`config.mk`:
```
export PLATFORM = sky130hd
export DESIGN_NAME = bitmap_block_allocator_top
export DESIGN_NICKNAME = d
export VERILOG_FILES = /design/src/hw/rtl/bba_pkg.sv /design/src/hw/rtl/bba_front.sv /design/src/hw/rtl/bba_fifo.sv /design/src/hw/rtl/bba_back.sv /design/src/hw/rtl/bitmap_block_allocator_top.sv
export VERILOG_INCLUDE_DIRS = /design/src /design/src/hw/rtl
export SDC_FILE = /design/constraint.sdc
export NUM_CORES = 2
export LEC_CHECK = 0
export ABC_AREA = 1
export BUFFER_PORTS_ARGS = -buffer_cell sky130_fd_sc_hd__buf_2
export CORE_MARGIN = 5
export CORE_UTILIZATION = 56
export CTS_CLUSTER_SIZE = 28
export DETAILED_ROUTE_END_ITERATION = 6
export PLACE_DENSITY = 0.72
export SLEW_MARGIN = 30
export SYNTH_ARGS = -nofsm -noshare
export SYNTH_HDL_FRONTEND = slang
export SYNTH_SLANG_ARGS = --single-unit
```
`constraint.sdc`:
```
create_clock -name clk_i -period 5.5 [get_ports clk_i]
set_input_delay 0.825 -clock clk_i [delete_from_list [all_inputs] [get_ports clk_i]]
set_output_delay 0.825 -clock clk_i [all_outputs]
set_load 0.02 [all_outputs]
```
`src/hw/rtl/bitmap_block_allocator_top_assert.svh`:
```
// Assertion macros for the bitmap block allocator.
// Included by the modules that check their own logic; no other dependencies.
`ifndef BITMAP_BLOCK_ALLOCATOR_TOP_ASSERT_SVH
`define BITMAP_BLOCK_ALLOCATOR_TOP_ASSERT_SVH

// Same-cycle implication, disabled while reset is asserted.
`define BBA_ASSERT_IMP(lbl, clk, rstn, ante, cons) \
  lbl: assert property (@(posedge clk) disable iff (!rstn) (ante) |-> (cons)) \
    else $error("bba: same-cycle check failed");

// Next-cycle implication, disabled while reset is asserted.
`define BBA_ASSERT_NXT(lbl, clk, rstn, ante, cons) \
  lbl: assert property (@(posedge clk) disable iff (!rstn) (ante) |=> (cons)) \
    else $error("bba: next-cycle check failed");

`endif

```
`src/hw/rtl/bba_pkg.sv`:
```
// Shared types and constants of the bitmap block allocator.
// No dependencies; used by every module of the block.
`timescale 1ns / 1ps

package bba_pkg;

  localparam int BLK_W     = 32;  // block number width
  localparam int CNT_W     = 11;  // block count / free count / map index width
  localparam int KIND_W    = 2;
  localparam int WORD_W    = 32;  // map word width
  localparam int BIT_W     = 5;   // bit select within a map word
  localparam int CFG_IDX_W = 2;
  localparam int CFG_W     = 32;
  localparam int Q_DEPTH   = 2;
  localparam int Q_PTR_W   = 1;
  localparam int Q_CNT_W   = 2;

  localparam logic [CFG_IDX_W-1:0] CFG_BASE  = 2'd0;
  localparam logic [CFG_IDX_W-1:0] CFG_COUNT = 2'd1;

  typedef enum logic [KIND_W-1:0] {
    KIND_ALLOC = 2'd0,
    KIND_FREE  = 2'd1,
    KIND_QUERY = 2'd2
  } kind_e;

  typedef enum logic [1:0] {
    OP_ALLOC,
    OP_FREE,
    OP_QUERY,
    OP_REJECT
  } op_e;

  typedef enum logic [1:0] {
    ST_OK           = 2'd0,
    ST_NONE_FREE    = 2'd1,
    ST_RANGE        = 2'd2,
    ST_ALREADY_FREE = 2'd3
  } status_e;

  // Classified request as it travels from front to back.
  typedef struct packed {
    op_e              op;
    logic [CNT_W-1:0] idx;
  } entry_t;

  // Back-end status seen by the front.
  typedef struct packed {
    logic clearing;
  } back_stat_t;

endpackage

```
`src/hw/rtl/bba_front.sv`:
```
// Front end: command handshake and request classification (range check).
// Depends on bba_pkg.
`timescale 1ns / 1ps

module bba_front (
  input  logic                           start,
  output logic                           busy,
  input  logic [bba_pkg::KIND_W-1:0]     kind_i,
  input  logic [bba_pkg::BLK_W-1:0]      block_number_i,
  input  logic [bba_pkg::BLK_W-1:0]      base_i,
  input  logic [bba_pkg::CNT_W-1:0]      n_i,
  input  logic                           q_full_i,
  input  bba_pkg::back_stat_t            stat_i,
  output logic                           push_o,
  output bba_pkg::entry_t                entry_o
);

  logic [bba_pkg::BLK_W-1:0] idx;
  logic                      in_rng;

  always_comb begin
    busy   = q_full_i | stat_i.clearing;
    push_o = start & ~busy;
    // Index wraps modulo 2^32, so numbers below the base land out of range.
    idx    = block_number_i - base_i;
    in_rng = idx < bba_pkg::BLK_W'(n_i);
    entry_o.idx = idx[bba_pkg::CNT_W-1:0];
    case (bba_pkg::kind_e'(kind_i))
      bba_pkg::KIND_ALLOC: entry_o.op = bba_pkg::OP_ALLOC;
      bba_pkg::KIND_FREE:  entry_o.op = in_rng ? bba_pkg::OP_FREE  : bba_pkg::OP_REJECT;
      bba_pkg::KIND_QUERY: entry_o.op = in_rng ? bba_pkg::OP_QUERY : bba_pkg::OP_REJECT;
      default:             entry_o.op = bba_pkg::OP_REJECT;
    endcase
  end

endmodule

```
`src/hw/rtl/bba_fifo.sv`:
```
// Two-entry request queue between front and back end.
// Depends on bba_pkg and the assertion macro header.
`timescale 1ns / 1ps
`include "bitmap_block_allocator_top_assert.svh"

module bba_fifo (
  input  logic            clk_i,
  input  logic            rst_ni,
  input  logic            push_i,
  input  bba_pkg::entry_t entry_i,
  input  logic            pop_i,
  output bba_pkg::entry_t entry_o,
  output logic            valid_o,
  output logic            full_o
);

  bba_pkg::entry_t              slot_q [bba_pkg::Q_DEPTH];
  logic [bba_pkg::Q_PTR_W-1:0]  wr_ptr_q, rd_ptr_q;
  logic [bba_pkg::Q_CNT_W-1:0]  cnt_q;

  assign valid_o = cnt_q != '0;
  assign full_o  = cnt_q == bba_pkg::Q_CNT_W'(bba_pkg::Q_DEPTH);
  assign entry_o = slot_q[rd_ptr_q];

  always_ff @(posedge clk_i) begin
    if (push_i) begin
      slot_q[wr_ptr_q] <= entry_i;
    end
  end

  always_ff @(posedge clk_i or negedge rst_ni) begin
    if (!rst_ni) begin
      wr_ptr_q <= '0;
      rd_ptr_q <= '0;
      cnt_q    <= '0;
    end else begin
      if (push_i) begin
        wr_ptr_q <= wr_ptr_q + 1'b1;
      end
      if (pop_i) begin
        rd_ptr_q <= rd_ptr_q + 1'b1;
      end
      case ({push_i, pop_i})
        2'b10:   cnt_q <= cnt_q + 1'b1;
        2'b01:   cnt_q <= cnt_q - 1'b1;
        default: cnt_q <= cnt_q;
      endcase
    end
  end

  // The front must hold off while the queue is full.
  `BBA_ASSERT_IMP(a_no_push_full, clk_i, rst_ni, full_o, !push_i)

endmodule

```
`src/hw/rtl/bba_back.sv`:
```
// Back end: free map memory, row summary bits, free counter, clear pass
// and result registers. Depends on bba_pkg and the assertion macro header.
`timescale 1ns / 1ps
`include "bitmap_block_allocator_top_assert.svh"

module bba_back #(
  parameter int MAX_BLOCKS = 1024
) (
  input  logic                        clk_i,
  input  logic                        rst_ni,
  input  logic [bba_pkg::BLK_W-1:0]   base_i,
  input  logic [bba_pkg::CNT_W-1:0]   n_i,
  input  logic                        clear_i,
  input  logic                        valid_i,
  input  bba_pkg::entry_t             entry_i,
  output logic                        pop_o,
  output bba_pkg::back_stat_t         stat_o,
  output logic                        done_o,
  output logic [bba_pkg::BLK_W-1:0]   alloc_o,
  output bba_pkg::status_e            status_o,
  output logic                        is_free_o,
  output logic [bba_pkg::CNT_W-1:0]   cnt_o
);

  // Only indexes below 2^CNT_W - 1 can ever be in range.
  localparam int CAP   = (MAX_BLOCKS > (2 ** bba_pkg::CNT_W) - 1) ?
                         (2 ** bba_pkg::CNT_W) - 1 : MAX_BLOCKS;
  localparam int ROWS  = (CAP + bba_pkg::WORD_W - 1) / bba_pkg::WORD_W;
  localparam int ROW_W = (ROWS > 1) ? $clog2(ROWS) : 1;

  typedef enum logic [1:0] {
    S_CLEAR,
    S_IDLE,
    S_EXEC
  } state_e;

  state_e                        state_q, state_d;
  logic [ROW_W-1:0]              clr_row_q, clr_row_d;
  logic [ROW_W-1:0]              row_q, row_d;
  logic [bba_pkg::BIT_W-1:0]     bit_q, bit_d;
  bba_pkg::op_e                  op_q, op_d;
  logic [ROWS-1:0]               sum_q, sum_d;   // row holds a free block
  logic [bba_pkg::CNT_W-1:0]     cnt_q, cnt_d;
  logic                          done_q, done_d;
  logic [bba_pkg::BLK_W-1:0]     alloc_q, alloc_d;
  bba_pkg::status_e              status_q, status_d;
  logic                          is_free_q, is_free_d;

  logic [bba_pkg::WORD_W-1:0]    map_q [ROWS];
  logic [bba_pkg::WORD_W-1:0]    rd_data_q;
  logic                          rd_en, wr_en;
  logic [ROW_W-1:0]              rd_addr, wr_addr;
  logic [bba_pkg::WORD_W-1:0]    wr_data;

  logic [ROW_W-1:0]              first_row;
  logic                          any_row;
  logic [bba_pkg::BIT_W-1:0]     low_bit;
  logic [bba_pkg::WORD_W-1:0]    bit_mask;
  logic [bba_pkg::WORD_W-1:0]    clr_word;
  logic [bba_pkg::CNT_W-1:0]     clr_idx;

  // Lowest row with a free block.
  always_comb begin
    first_row = '0;
    any_row   = |sum_q;
    for (int i = ROWS - 1; i >= 0; i--) begin
      if (sum_q[i]) begin
        first_row = ROW_W'(i);
      end
    end
  end

  // Lowest free bit of the word just read.
  always_comb begin
    low_bit = '0;
    for (int i = bba_pkg::WORD_W - 1; i >= 0; i--) begin
      if (rd_data_q[i]) begin
        low_bit = bba_pkg::BIT_W'(i);
      end
    end
  end

  // Clear pass word: only in-range blocks are marked free.
  always_comb begin
    clr_word = '0;
    clr_idx  = '0;
    for (int j = 0; j < bba_pkg::WORD_W; j++) begin
      clr_idx     = bba_pkg::CNT_W'({clr_row_q, bba_pkg::BIT_W'(j)});
      clr_word[j] = clr_idx < n_i;
    end
  end

  always_comb begin
    state_d   = state_q;
    clr_row_d = clr_row_q;
    row_d     = row_q;
    bit_d     = bit_q;
    op_d      = op_q;
    sum_d     = sum_q;
    cnt_d     = cnt_q;
    done_d    = 1'b0;
    alloc_d   = alloc_q;
    status_d  = status_q;
    is_free_d = is_free_q;
    pop_o     = 1'b0;
    rd_en     = 1'b0;
    rd_addr   = row_q;
    wr_en     = 1'b0;
    wr_addr   = row_q;
    wr_data   = rd_data_q;
    bit_mask  = '0;

    if (clear_i) begin
      state_d   = S_CLEAR;
      clr_row_d = '0;
    end else begin
      case (state_q)
        S_CLEAR: begin
          wr_en            = 1'b1;
          wr_addr          = clr_row_q;
          wr_data          = clr_word;
          sum_d[clr_row_q] = |clr_word;
          cnt_d            = n_i;
          if (clr_row_q == ROW_W'(ROWS - 1)) begin
            state_d = S_IDLE;
          end else begin
            clr_row_d = clr_row_q + 1'b1;
          end
        end
        S_IDLE: begin
          if (valid_i) begin
            pop_o = 1'b1;
            op_d  = entry_i.op;
            bit_d = entry_i.idx[bba_pkg::BIT_W-1:0];
            case (entry_i.op)
              bba_pkg::OP_ALLOC: begin
                if (any_row) begin
                  rd_en   = 1'b1;
                  rd_addr = first_row;
                  row_d   = first_row;
                  state_d = S_EXEC;
                end else begin
                  done_d    = 1'b1;
                  alloc_d   = '0;
                  status_d  = bba_pkg::ST_NONE_FREE;
                  is_free_d = 1'b0;
                end
              end
              bba_pkg::OP_FREE, bba_pkg::OP_QUERY: begin
                rd_en   = 1'b1;
                rd_addr = entry_i.idx[bba_pkg::BIT_W +: ROW_W];
                row_d   = entry_i.idx[bba_pkg::BIT_W +: ROW_W];
                state_d = S_EXEC;
              end
              default: begin
                done_d    = 1'b1;
                alloc_d   = '0;
                status_d  = bba_pkg::ST_RANGE;
                is_free_d = 1'b0;
              end
            endcase
          end
        end
        S_EXEC: begin
          state_d   = S_IDLE;
          done_d    = 1'b1;
          alloc_d   = '0;
          is_free_d = 1'b0;
          status_d  = bba_pkg::ST_OK;
          case (op_q)
            bba_pkg::OP_ALLOC: begin
              bit_mask     = bba_pkg::WORD_W'(1) << low_bit;
              wr_en        = 1'b1;
              wr_data      = rd_data_q & ~bit_mask;
              sum_d[row_q] = |(rd_data_q & ~bit_mask);
              if (cnt_q != '0) begin
                cnt_d = cnt_q - 1'b1;
              end
              alloc_d = base_i + bba_pkg::BLK_W'({row_q, low_bit});
            end
            bba_pkg::OP_FREE: begin
              bit_mask = bba_pkg::WORD_W'(1) << bit_q;
              if (rd_data_q[bit_q]) begin
                status_d = bba_pkg::ST_ALREADY_FREE;
              end else begin
                wr_en        = 1'b1;
                wr_data      = rd_data_q | bit_mask;
                sum_d[row_q] = 1'b1;
                cnt_d        = cnt_q + 1'b1;
              end
            end
            bba_pkg::OP_QUERY: begin
              is_free_d = rd_data_q[bit_q];
            end
            default: begin
              status_d = bba_pkg::ST_RANGE;
            end
          endcase
        end
        default: begin
          state_d   = S_CLEAR;
          clr_row_d = '0;
        end
      endcase
    end
  end

  always_ff @(posedge clk_i) begin
    if (wr_en) begin
      map_q[wr_addr] <= wr_data;
    end
    if (rd_en) begin
      rd_data_q <= map_q[rd_addr];
    end
  end

  always_ff @(posedge clk_i or negedge rst_ni) begin
    if (!rst_ni) begin
      state_q   <= S_CLEAR;
      clr_row_q <= '0;
      row_q     <= '0;
      bit_q     <= '0;
      op_q      <= bba_pkg::OP_REJECT;
      sum_q     <= '0;
      cnt_q     <= '0;
      done_q    <= 1'b0;
      alloc_q   <= '0;
      status_q  <= bba_pkg::ST_OK;
      is_free_q <= 1'b0;
    end else begin
      state_q   <= state_d;
      clr_row_q <= clr_row_d;
      row_q     <= row_d;
      bit_q     <= bit_d;
      op_q      <= op_d;
      sum_q     <= sum_d;
      cnt_q     <= cnt_d;
      done_q    <= done_d;
      alloc_q   <= alloc_d;
      status_q  <= status_d;
      is_free_q <= is_free_d;
    end
  end

  assign stat_o.clearing = state_q == S_CLEAR;
  assign done_o          = done_q;
  assign alloc_o         = alloc_q;
  assign status_o        = status_q;
  assign is_free_o       = is_free_q;
  assign cnt_o           = cnt_q;

  // Summary bit said the row had a free block: the word must agree.
  `BBA_ASSERT_IMP(a_sum_match, clk_i, rst_ni, (state_q == S_EXEC) && (op_q == bba_pkg::OP_ALLOC), rd_data_q != '0)
  // Free count never exceeds the managed count once the map is settled.
  `BBA_ASSERT_IMP(a_cnt_bound, clk_i, rst_ni, state_q != S_CLEAR, cnt_q <= n_i)
  // Execute is never held: the state moves on in the next cycle.
  `BBA_ASSERT_NXT(a_exec_once, clk_i, rst_ni, state_q == S_EXEC, state_q != S_EXEC)

endmodule

```
`src/hw/rtl/bitmap_block_allocator_top.sv`:
```
// Top level of the bitmap block allocator: configuration registers and the
// front / queue / back split. Depends on bba_pkg, bba_front, bba_fifo, bba_back.
`timescale 1ns / 1ps

// Bitmap free-list allocator. Commands enter on start while busy is low; each
// command gives exactly one result beat, shown for one cycle with done_o high.
// The receiver cannot stall: results must be taken as they come. A command
// passes a two-entry queue, so start may be given again while earlier work is
// in flight. Allocate and free take one read-modify-write of the map memory
// (32 blocks a word), query a single read: the back end reads the word in its
// idle state and writes it back in its execute state. Commands that need no
// map access (out-of-range free or query, unused kind, allocate with nothing
// free) give their result straight from the idle state. The lowest free block
// is found through one summary bit per map word, so an allocate costs a
// single read. After reset and after every configuration write, a clearing
// pass rewrites the map, one word per cycle; busy stays high meanwhile.
// Configuration writes are always ready and must only be issued while no
// command is outstanding.

module bitmap_block_allocator_top #(
  parameter int MAX_BLOCKS = 1024
) (
  input  logic                            clk_i,
  input  logic                            rst_ni,
  // command channel
  input  logic                            start,
  output logic                            busy,
  input  logic [bba_pkg::KIND_W-1:0]      kind_i,
  input  logic [bba_pkg::BLK_W-1:0]       block_number_i,
  // result channel
  output logic                            done_o,
  output logic [bba_pkg::BLK_W-1:0]       allocated_block_o,
  output logic [1:0]                      status_o,
  output logic                            block_is_free_o,
  output logic [bba_pkg::CNT_W-1:0]       free_count_o,
  // configuration write channel
  input  logic                            cfg_valid_i,
  output logic                            cfg_ready_o,
  input  logic [bba_pkg::CFG_IDX_W-1:0]   cfg_index_i,
  input  logic [bba_pkg::CFG_W-1:0]       cfg_data_i
);

  localparam int CAP = (MAX_BLOCKS > (2 ** bba_pkg::CNT_W) - 1) ?
                       (2 ** bba_pkg::CNT_W) - 1 : MAX_BLOCKS;

  logic [bba_pkg::BLK_W-1:0] base_q;
  logic [bba_pkg::CNT_W-1:0] count_q;
  logic [bba_pkg::CNT_W-1:0] n_eff;
  logic                      cfg_wr;
  logic                      cfg_hit;

  bba_pkg::entry_t     push_entry, q_entry;
  logic                push, pop, q_valid, q_full;
  bba_pkg::back_stat_t back_stat;
  bba_pkg::status_e    status;

  assign cfg_ready_o = 1'b1;
  assign cfg_wr      = cfg_valid_i & cfg_ready_o;
  // Only the two defined registers restart the map; other indexes are dropped.
  assign cfg_hit     = cfg_wr & ((cfg_index_i == bba_pkg::CFG_BASE) ||
                                 (cfg_index_i == bba_pkg::CFG_COUNT));

  // Effective count, clipped to the map depth.
  assign n_eff = (count_q > bba_pkg::CNT_W'(CAP)) ? bba_pkg::CNT_W'(CAP) : count_q;

  always_ff @(posedge clk_i or negedge rst_ni) begin
    if (!rst_ni) begin
      base_q  <= bba_pkg::BLK_W'(1);
      count_q <= bba_pkg::CNT_W'(10);
    end else if (cfg_wr) begin
      case (cfg_index_i)
        bba_pkg::CFG_BASE:  base_q  <= cfg_data_i;
        bba_pkg::CFG_COUNT: count_q <= cfg_data_i[bba_pkg::CNT_W-1:0];
        default: begin
          base_q  <= base_q;
          count_q <= count_q;
        end
      endcase
    end
  end

  bba_front u_front (
    .start          (start),
    .busy           (busy),
    .kind_i         (kind_i),
    .block_number_i (block_number_i),
    .base_i         (base_q),
    .n_i            (n_eff),
    .q_full_i       (q_full),
    .stat_i         (back_stat),
    .push_o         (push),
    .entry_o        (push_entry)
  );

  bba_fifo u_fifo (
    .clk_i   (clk_i),
    .rst_ni  (rst_ni),
    .push_i  (push),
    .entry_i (push_entry),
    .pop_i   (pop),
    .entry_o (q_entry),
    .valid_o (q_valid),
    .full_o  (q_full)
  );

  bba_back #(
    .MAX_BLOCKS (MAX_BLOCKS)
  ) u_back (
    .clk_i     (clk_i),
    .rst_ni    (rst_ni),
    .base_i    (base_q),
    .n_i       (n_eff),
    .clear_i   (cfg_hit),
    .valid_i   (q_valid),
    .entry_i   (q_entry),
    .pop_o     (pop),
    .stat_o    (back_stat),
    .done_o    (done_o),
    .alloc_o   (allocated_block_o),
    .status_o  (status),
    .is_free_o (block_is_free_o),
    .cnt_o     (free_count_o)
  );

  assign status_o = status;

endmodule

```
==> impl_metrics.ini <==
[floorplan]
fp.dieArea_um2 = 110000
initial_core_util = 0.563
die_h_um = 332
core_area_um2 = 103000
dieWidth_um = 332
rows = 118
ios = 121

[grt]
grt_first_pass_wirelength_um = 258000
grtUsageMet1 = 0.415
grt_pass1_vias = 42500
grt_overflow = 0
gr-usage-met2 = 0.490
top_usage_layer = met2
grt_max_degree = 172
use_met3 = 0.0525
grt_util_all_layers = 0.304
antenna_found_initial = 1

[synth]
ys.flop_type = edfxtp_1
synth.area.top_cells = edfxtp_1 (56%), nand2_1 (12%), dfrtp_1 (6.0%)
synth_enable_flop_cells = 1080
synth_top_area_frac = 0.559
synth-async-reset-ratio = 0.118
seq_area_frac_synth = 0.621
syn-instance-count = 5907
synth.distinct_cells = 63
synth_area_um2 = 58100
yosysWarnings = 0
synth_seq_cells = 1225
synth_nets = 6056
yosysTopAreaCell = edfxtp_1
yosysMostFrequentCell = nand2_1
yosys-top-cells-count = nand2_1 (1,844), edfxtp_1 (1,080), inv_1 (574)
avgSynthCellArea_um2 = 9.83

[setup_path]
cpMaxStageDelayCell = edfxtp_1
cp_common_cell = nand2_1
worstSetupEndpointType = flop
worstPathRequired_ps = 6130
crit_path_max_incr_delay_ps = 420
crit_path_max_fanout = 6
r2r-start = u_back.rd_data_q[30]
start_kind = flop
r2r-end = u_back.alloc_o[25]
rrSetupSlack_ps = 750
crit_type = reg -> reg
reg2reg_depth = 44
timing.critical_path.from = u_back.rd_data_q[30]
crit_arrival_ps = 5380

[cts]
cts_root_buf = clkbuf_16
clk_path_buf_depth = 3
clock-sinks = 1225
numCtsBuffers = 120
clkLatencyLatePin_ps = 740
cts_resized = 0
cts_htree_levels = 3
cts_tree = done
post_cts_buffers = 0
cts_hold_buf = 0
clk_pin_slew_ps = 70

[route]
drtIter0Drc = 5722
post_drt_via_cell_ratio = 5.96
firstDrtPassIters = 7
drc = 6
wl_um = 172000
route.vias.total = 44600
postRouteAntennaNets = 0
avgRoutedWirePerCell_um = 23.0

[status]
violations = design-rule violations
status = complete, but fails checks

[timing]
finalSetupTns_ps = 0
tightest_slew_ps = 1060
finalSetupViolations = 0
max-slew-margin-rel = 0.296
timing.final.crit_share = 0.864
rsz0062_at_grt = no
final.min_clock_period_ps = 4750
slew_violations = 0
fin_skew_ps = 35.0
fmax_mhz = 210
hold_violations = 0

[finish]
fin_util = 0.634
drive_gt1_frac = 0.0912
final_cell_area_um2 = 65400
area_delta_synth_final_pct = 12.6
final_nets = 6155

[place]
place_area_um2 = 61400
dp_hpwl_um = 103000
gp_congestion = 0.991
io_buffers = 119

[power]
switchingPower_mw = 17.4
p_int_mw = 22.9
clock_power_share = 0.208
peakVddDrop_mv = 0.679
swShare = 0.432
power_frac_comb = 0.449
seqPwrFrac = 0.343
p_leak_nw = 26.1
p_per_area_nw_per_um2 = 617

[hold_path]
min_path_type = in -> async

[flow_run]
max-cap-violations = 0
## logic make-up (layout without fill, tap and decap cells)
family	Yosys count	count (layout)	share of synthesized area
adders and majority gates	77	77	0.0169
xor gates and xnor gates	47	47	0.00709
AOI/OAI and AO/OA	736	736	0.0813
buffers and inverters	882	1083	0.0608
other	1	2	0.0000646
and+or+nand+nor	2939	2939	0.213
DFF	1225	1225	0.621
## worst max-delay path: cells and delay by family, from the launching register on
kind,cells,cell delay [ps]
compound gates,2,610
flops,1,420
buf+inv,2,270
fa+ha+maj,1,200
simple gates,39,3170
## registers in the layout, indices dropped and copies added (netlist names)
signal	flops
u_back.op_q	2
u_back.done_o	1
base_q	32
u_fifo.rd_ptr_q	1
u_back.row_q	5
u_back.is_free_o	1
u_fifo.slot_q	24
u_fifo.cnt_q	2
u_back.map_q	1024
u_back.alloc_o	32
u_back.rd_data_q	32
u_back.sum_q	32
u_fifo.wr_ptr_q	1
u_back.cnt_o	11
count_q	11
u_back.bit_q	5
u_back.state_q	2
u_back.status_o	2
u_back.clr_row_q	5
## power by group through the flow
stage          logic (mW)  registers, mW  clock network (mW)
6_report             18.1           13.8                8.40
5_1_grt              19.6           13.9                8.87
4_1_cts              17.8           13.8                8.47
3_5_place_dp         17.7           14.0                   0
3_3_place_gp         17.5           14.0                   0
2_1_floorplan        10.7           14.0                   0
## routing by layer
metal	vias up	routed length [µm]
li1	20300	-
met1	21300	67100
met2	2489	80400
met3	479	17100
met4	0	7550
met5	-	0
## cell usage in the layout (no fill, tap or decap), drive strengths merged, types with 36 or more instances in the layout
| cell type | netlist | final |
|---|---|---|
| nand2 | 1852 | 1852 |
| edfxtp | 1080 | 1080 |
| inv | 586 | 589 |
| nand3 | 556 | 556 |
| nor2 | 344 | 344 |
| buf | 130 | 266 |
| o211ai | 205 | 205 |
| o21ai | 191 | 191 |
| a21oi | 145 | 145 |
| clkbuf | 160 | 145 |
| dfrtp | 140 | 140 |
| nand3b | 98 | 98 |
| ha | 75 | 75 |
| clkinv | 6 | 62 |
| nor3 | 36 | 36 |
| o22ai | 36 | 36 |
## stage by stage
step	std cells	worst slack (ps)	hold WS (ps)	total power, mW
global placement	7260	752	461	31.4
CTS	7487	865	193	40.1
global route	7488	317	231	42.4
floorplan	5907	1320	466	24.8
detailed placement	7263	691	471	31.7
finish	7489	747	173	40.4
## layout make-up
class / count / area [µm²]
Antenna cell: 1 / 2.50
Multi-Input combinational cell: 3800 / 19000
Clock inverter: 80 / 881
Timing Repair Buffer: 267 / 2360
Inverter: 592 / 2240
Fill cell: 7997 / 37800
Clock buffer: 144 / 3130
Tap cell: 1380 / 1730
Sequential cell: 1225 / 36100
## worst max path at each step
stage	cells after the start	end	slack [ps]
global route	46	u_back.alloc_o[31]	320
finish	44	u_back.alloc_o[25]	750
global placement	30	u_fifo.slot_q[0][12]	750
floorplan	29	u_fifo.slot_q[0][11]	1320
detailed placement	30	u_fifo.slot_q[0][12]	690
CTS	44	u_back.alloc_o[25]	870
(Power assumes the default switching activity.)
